## src/iidl_pkg.sv

```systemverilog
// Package for the indexed insert/delete list: widths, depth, request codes,
// status codes and the command struct broadcast to the storage cells.
// No dependencies.
package iidl_pkg;

    localparam int DEPTH  = 16;
    localparam int DATA_W = 32;
    localparam int IDX_W  = 5;
    localparam int CNT_W  = 5;
    localparam int SEL_W  = $clog2(DEPTH);

    typedef enum logic [1:0] {
        OP_APPEND = 2'd0,
        OP_INSERT = 2'd1,
        OP_DELETE = 2'd2,
        OP_GET    = 2'd3
    } op_t;

    typedef enum logic [1:0] {
        ST_OK     = 2'd0,
        ST_BOUNDS = 2'd1,
        ST_FULL   = 2'd2
    } status_t;

    typedef struct packed {
        logic              write_en;
        logic              up;
        logic              down;
        logic [CNT_W-1:0]  idx;
        logic [CNT_W-1:0]  len;
        logic [DATA_W-1:0] value;
    } cell_cmd_t;

endpackage

```

## src/iidl_cell.sv

```systemverilog
// One storage cell of the list: holds a word, loads the new value or takes
// the word of its left or right neighbour as the broadcast command says.
// Depends on iidl_pkg.
module iidl_cell
    import iidl_pkg::*;
(
    input  logic              aclk,
    input  logic [CNT_W-1:0]  cell_pos,
    input  cell_cmd_t         cmd,
    input  logic [DATA_W-1:0] left_word,
    input  logic [DATA_W-1:0] right_word,
    output logic [DATA_W-1:0] word
);

    logic [DATA_W-1:0] word_reg;
    logic [DATA_W-1:0] word_next;
    logic [CNT_W:0]    pos_plus_one;

    assign pos_plus_one = {1'b0, cell_pos} + (CNT_W+1)'(1);

    always_comb begin
        word_next = word_reg;
        if (cmd.write_en && cell_pos == cmd.idx) begin
            word_next = cmd.value;
        end else if (cmd.up && cell_pos > cmd.idx && cell_pos <= cmd.len) begin
            word_next = left_word;
        end else if (cmd.down && cell_pos >= cmd.idx && pos_plus_one < {1'b0, cmd.len}) begin
            word_next = right_word;
        end
    end

    always_ff @(posedge aclk) begin
        word_reg <= word_next;
    end

    assign word = word_reg;

endmodule

```

## src/iidl_ctrl.sv

```systemverilog
// Request decode, bounds and full checks, length register and result
// register for the list; drives the command broadcast to the cells.
// Depends on iidl_pkg.
module iidl_ctrl
    import iidl_pkg::*;
(
    input  logic              aclk,
    input  logic              aresetn,
    input  logic              s_valid,
    output logic              s_ready,
    input  logic [1:0]        s_op,
    input  logic [IDX_W-1:0]  s_index,
    input  logic [DATA_W-1:0] s_value,
    input  logic [DATA_W-1:0] rd_word,
    output cell_cmd_t         cmd,
    output logic              m_valid,
    input  logic              m_ready,
    output logic [DATA_W-1:0] m_read_value,
    output logic [1:0]        m_status,
    output logic [CNT_W-1:0]  m_count
);

    logic              accept;
    logic              full;
    op_t               op;
    status_t           st;
    logic [DATA_W-1:0] rd;
    logic [CNT_W-1:0]  length_reg, length_next;
    logic              m_valid_reg, m_valid_next;
    logic [DATA_W-1:0] rd_reg;
    status_t           st_reg;

    assign s_ready = !m_valid_reg || m_ready;
    assign accept  = s_valid && s_ready;
    assign full    = (length_reg == CNT_W'(DEPTH));
    assign op      = op_t'(s_op);

    always_comb begin
        st          = ST_OK;
        rd          = '0;
        length_next = length_reg;
        cmd         = '0;
        cmd.len     = length_reg;
        cmd.value   = s_value;
        cmd.idx     = s_index;
        unique case (op)
            OP_APPEND: begin
                if (full) begin
                    st = ST_FULL;
                end else begin
                    cmd.write_en = accept;
                    cmd.idx      = length_reg;
                    length_next  = length_reg + CNT_W'(1);
                end
            end
            OP_INSERT: begin
                if (s_index > length_reg) begin
                    st = ST_BOUNDS;
                end else if (full) begin
                    st = ST_FULL;
                end else begin
                    cmd.write_en = accept;
                    cmd.up       = accept;
                    length_next  = length_reg + CNT_W'(1);
                end
            end
            OP_DELETE: begin
                if (s_index >= length_reg) begin
                    st = ST_BOUNDS;
                end else begin
                    cmd.down    = accept;
                    length_next = length_reg - CNT_W'(1);
                end
            end
            OP_GET: begin
                if (s_index >= length_reg) begin
                    st = ST_BOUNDS;
                    rd = '1;
                end else begin
                    rd = rd_word;
                end
            end
            default: begin
                st = ST_OK;
            end
        endcase
    end

    always_comb begin
        m_valid_next = m_valid_reg;
        if (accept) begin
            m_valid_next = 1'b1;
        end else if (m_ready) begin
            m_valid_next = 1'b0;
        end
    end

    always_ff @(posedge aclk) begin
        if (!aresetn) begin
            length_reg  <= '0;
            m_valid_reg <= 1'b0;
        end else begin
            m_valid_reg <= m_valid_next;
            if (accept) begin
                length_reg <= length_next;
            end
        end
    end

    always_ff @(posedge aclk) begin
        if (accept) begin
            rd_reg <= rd;
            st_reg <= st;
        end
    end

    assign m_valid      = m_valid_reg;
    assign m_read_value = rd_reg;
    assign m_status     = st_reg;
    assign m_count      = length_reg;

    a_len_bound: assert property (@(posedge aclk) disable iff (!aresetn)
        length_reg <= CNT_W'(DEPTH))
        else $error("list length beyond capacity");

    a_one_shift: assert property (@(posedge aclk) disable iff (!aresetn)
        !(cmd.up && cmd.down))
        else $error("cells told to shift both ways");

    a_full_count: assert property (@(posedge aclk) disable iff (!aresetn)
        m_valid_reg && st_reg == ST_FULL |-> length_reg == CNT_W'(DEPTH))
        else $error("full status with spare capacity");

    a_result_follows: assert property (@(posedge aclk) disable iff (!aresetn)
        accept |=> m_valid_reg)
        else $error("accepted request gave no result");

endmodule

```

## src/indexed_insert_delete_list.sv

```systemverilog
// Indexed insert/delete list: a row of DEPTH word cells shifted in parallel.
// The result is registered and valid in the cycle after a request is accepted.
// Throughput: one request per cycle; s_ready drops only while a result stalls.
// Reset (aresetn, synchronous): empties the list and drops m_valid; cell
// contents are left as they are and never read before being written.
module indexed_insert_delete_list
    import iidl_pkg::*;
(
    input  logic                     aclk,
    input  logic                     aresetn,
    input  logic                     s_valid,
    output logic                     s_ready,
    input  logic [1:0]               s_op,
    input  logic [IDX_W-1:0]         s_index,
    input  logic signed [DATA_W-1:0] s_value,
    output logic                     m_valid,
    input  logic                     m_ready,
    output logic signed [DATA_W-1:0] m_read_value,
    output logic [1:0]               m_status,
    output logic [CNT_W-1:0]         m_count
);

    cell_cmd_t         cmd;
    logic [DATA_W-1:0] words [DEPTH];
    logic [DATA_W-1:0] rd_word;

    assign rd_word = words[s_index[SEL_W-1:0]];

    iidl_ctrl u_ctrl (
        .aclk         (aclk),
        .aresetn      (aresetn),
        .s_valid      (s_valid),
        .s_ready      (s_ready),
        .s_op         (s_op),
        .s_index      (s_index),
        .s_value      (s_value),
        .rd_word      (rd_word),
        .cmd          (cmd),
        .m_valid      (m_valid),
        .m_ready      (m_ready),
        .m_read_value (m_read_value),
        .m_status     (m_status),
        .m_count      (m_count)
    );

    for (genvar g = 0; g < DEPTH; g++) begin : g_cell
        logic [DATA_W-1:0] left_word;
        logic [DATA_W-1:0] right_word;

        if (g == 0) begin : g_first
            assign left_word = '0;
        end else begin : g_left
            assign left_word = words[g-1];
        end

        if (g == DEPTH-1) begin : g_last
            assign right_word = '0;
        end else begin : g_right
            assign right_word = words[g+1];
        end

        iidl_cell u_cell (
            .aclk       (aclk),
            .cell_pos   (CNT_W'(g)),
            .cmd        (cmd),
            .left_word  (left_word),
            .right_word (right_word),
            .word       (words[g])
        );
    end

endmodule
```

## config.mk

```make
export PLATFORM = sky130hd
export DESIGN_NAME = indexed_insert_delete_list
export DESIGN_NICKNAME = d
export VERILOG_FILES = /design/src/iidl_pkg.sv /design/src/iidl_cell.sv /design/src/iidl_ctrl.sv /design/src/indexed_insert_delete_list.sv
export SDC_FILE = /design/constraint.sdc
export NUM_CORES = 1
export LEC_CHECK = 0
export BUFFER_PORTS_ARGS = -buffer_cell sky130_fd_sc_hd__buf_2
export CORE_ASPECT_RATIO = 1.75
export CORE_UTILIZATION = 55
export DETAILED_ROUTE_END_ITERATION = 12
export PLACE_DENSITY = 0.71
export SKIP_LAST_GASP = 1
export SYNTH_ARGS = -nofsm -noshare
export SYNTH_HDL_FRONTEND = slang
export SYNTH_SLANG_ARGS = --single-unit
```

## constraint.sdc

```tcl
create_clock -name aclk -period 15.85 [get_ports aclk]
set_input_delay 3.17 -clock aclk [delete_from_list [all_inputs] [get_ports aclk]]
set_output_delay 3.17 -clock aclk [all_outputs]
set_load 0.01 [all_outputs]
```

==> metrics <==
outcome=finished clean; RR Endpoint=g_cell[4].u_cell.word[30]$_DFFE_PP_; f_max=124 MHz; crit start category=input pin; Netlist Area Pre-Place=around 33000 um^2; Core ar.=59100 um^2; Synth top area share=0.499; root buffer cell=clkbuf_16; Data required, critical path=between 15 and 20 ns; Pint=2320 uW; die width=187 um; slowest stage cell, crit path=nand3_2; CP endpoint=g_cell[4].u_cell.word[30]$_DFFE_PP_; GP Congestion=1.01; final setup TNS=0 ns; layout cells sized above 1=0.191; cts-stage hold buffer count=0; switching power=783 uW; Clock Sinks=552; Hold Crit Class=reg2reg; remaining antenna violation count after routing=0; critical path type=in2reg; Post-synth EDFFs=546; largest net degree at the start of global routing=slightly below 100; worst r2r path cells=10; CP top delay family=simple AND/OR/NAND/NOR gates; TritonCTS clock tree=yes; height of the die=roughly 330 um; Comb power frac=0.090; fillers=4830; nets@finish=2828; Top FF cell, synth=edfxtp_1; reg-to-reg critical path startpoint=u_ctrl.m_count[1]$_SDFFE_PN0P_; Synth Instances=2889; Worst EP arrival=8.27 ns; setup ws final=~7.8 ns; row count=118; crit path from=s_index[3]; clock buffer depth=3; vias in the first global route=24.9k; total I/O pin count=84; Core Util, Final=0.598; Max-slew headroom=0.113; Clk pin slew, worst setup/hold paths=roughly 0.070 ns; htree depth=2; Resized cells post-CTS=0; gr ovfl total=0; initial core utilization=0.557; cell mode on critical path=buf_4; max incr delay on CP=0.96 ns; initial drt markers=3444; Pwr Density=87.8 nW/um^2; pre-CTS setup slack=7.23 ns; slew at the pin with the worst max-slew slack=approximately 1.3 ns; switching power share of the total=0.253; critical path, cell by cell=buf_2 > buf_4 > ha_1 > a21o_1 > a21oi_1 > a21oi_2 > buf_4 > nor4_2 > buf_4 > nand3_1 > nand3_2; sequential area share after synthesis=0.502; Final Cycle Share=0.508; Peak supply drop=0.0919 mV; worst-path maximum fanout=74; CP Depth=11; Final Hold Viols=0; CTS buffer count=52; Unique masters post-synth=72; clk_lat worst skew=0.61 ns; cell with the most instances after synthesis=edfxtp_1; via count=25.8k; Synth area leaders=edfxtp_1, mux4_2, mux2i_1; sequential power share=0.519; flop-to-flop setup slack=~9.7 ns; die area=between 60000 and 70000 um^2; number of I/O port buffers=83; DRC errors left=0; RSZ-0062 raised after global routing=no; DRT Pass-1 Iters=6; Layout area overhead=7.46%; setup violators final=0; Max Cap Viol=0; Critical Path Sink Type=flip-flop; syn nets=about 2.9k; post-CTS setup buffers=0; max FFs per register=512; Fin Clk Skew=0.0305 ns; Avg WL per Cell=29.9 um; drt via density=7.15; Final Max Slew Viols=0; GRT Overall Usage=0.353; YS warnings=0; Commonest cells post-synth=edfxtp_1, nor2_1, o21ai_0; first-pass GRT wire length=164000 um; syn_area_per_cell=11.4 um^2; Worst Path Buf+Inv=4; initial antenna violation count=7; Clock power frac=0.391; Tmin final=roughly 8 ns; wirelength, routed=108000 um; leading area contributor after synthesis=edfxtp_1; Leakage Power=0.0115 uW; Async SR Flop Fraction=0; flops & latches, synth=552; post-DP HPWL=73600 um
-- routing by layer --
layer / vias up / global-route usage / routed length, um
met4: 4 / 0.106 / 3300
met5: - / 0 / 32
met2: 1798 / 0.564 / 51100
li1: 11000 / - / -
met3: 206 / 0.0569 / 11600
met1: 12800 / 0.499 / 41800
-- logic make-up (layout without fill, tap and decap cells) --
family          after synthesis  in the layout  synth area share
buf+inv                     338            266            0.0412
fa+ha+maj                    10             10           0.00381
flops                       552            552             0.502
xor+xnor                      5              5           0.00133
other cells                   0              3                 0
compound gates              837            837             0.161
mux                         416            416             0.191
simple gates                731            731            0.0985
-- power groups by stage --
stage	registers, uW	logic [uW]	clock network [uW]
2_1_floorplan	1640	159	0
3_3_place_gp	1640	270	0
3_5_place_dp	1640	271	0
4_1_cts	1610	273	1230
5_1_grt	1610	291	1270
6_report	1610	278	1210
-- stage by stage --
step                      hold WS, ns  total power, uW  instance area (um^2)  instances
after floorplan                 0.538             1800                 32900       2889
after global placement          0.564             1910                 33700       3501
after detailed placement        0.570             1910                 33700       3501
after CTS                       0.587             3110                 35300       3597
after global routing            0.609             3170                 35300       3600
final                           0.583             3100                 35300       3600
-- final cells by class --
| class | instances | area [um^2] | area share |
|---|---|---|---|
| Sequential cell | 552 | 16500 | 0.468 |
| Multi-Input combinational cell | 1999 | 15300 | 0.433 |
| Clock buffer | 59 | 1350 | 0.0382 |
| Tap cell | 780 | 976 | 0.0276 |
| Timing Repair Buffer | 137 | 836 | 0.0237 |
| Clock inverter | 37 | 229 | 0.00648 |
| Inverter | 33 | 124 | 0.00351 |
| Antenna cell | 3 | 7.51 | 0.000213 |
-- cell usage in the layout (no fill, tap or decap), types with 7 or more instances in the layout --
cell type and n:
a21o_1 39, a21oi_1 143, a22o_1 65, a31oi_1 142, a41oi_1 30, and2_1 9
buf_2 81, buf_4 54, clkbuf_16 53, clkinv_1 13, clkinv_2 17, edfxtp_1 546
ha_1 10, inv_1 31, mux2_2 96, mux2i_1 160, mux4_2 160, nand2_1 236
nand3_1 126, nand3_2 7, nand4_1 32, nor2_1 252, nor3_1 7, o211ai_1 79
o21a_1 35, o21ai_0 236, o21ai_1 15, o21ai_4 7
-- how the worst min path moves through the flow --
| stage | startpoint | to | slack (ns) | depth (start not counted) |
|---|---|---|---|---|
| CTS | g_cell[11].u_cell.word[11]$_DFFE_PP_ | g_cell[10].u_cell.word[11]$_DFFE_PP_ | 0.59 | 1 |
| global route | g_cell[11].u_cell.word[2]$_DFFE_PP_ | g_cell[10].u_cell.word[2]$_DFFE_PP_ | 0.61 | 1 |
| global placement | g_cell[11].u_cell.word[31]$_DFFE_PP_ | g_cell[10].u_cell.word[31]$_DFFE_PP_ | 0.56 | 1 |
| floorplan | g_cell[11].u_cell.word[31]$_DFFE_PP_ | g_cell[10].u_cell.word[31]$_DFFE_PP_ | 0.54 | 1 |
| finish | g_cell[11].u_cell.word[11]$_DFFE_PP_ | g_cell[10].u_cell.word[11]$_DFFE_PP_ | 0.58 | 1 |
| detailed placement | g_cell[11].u_cell.word[18]$_DFFE_PP_ | g_cell[10].u_cell.word[18]$_DFFE_PP_ | 0.57 | 1 |
No activity file was read; power rests on OpenSTA's default activity.
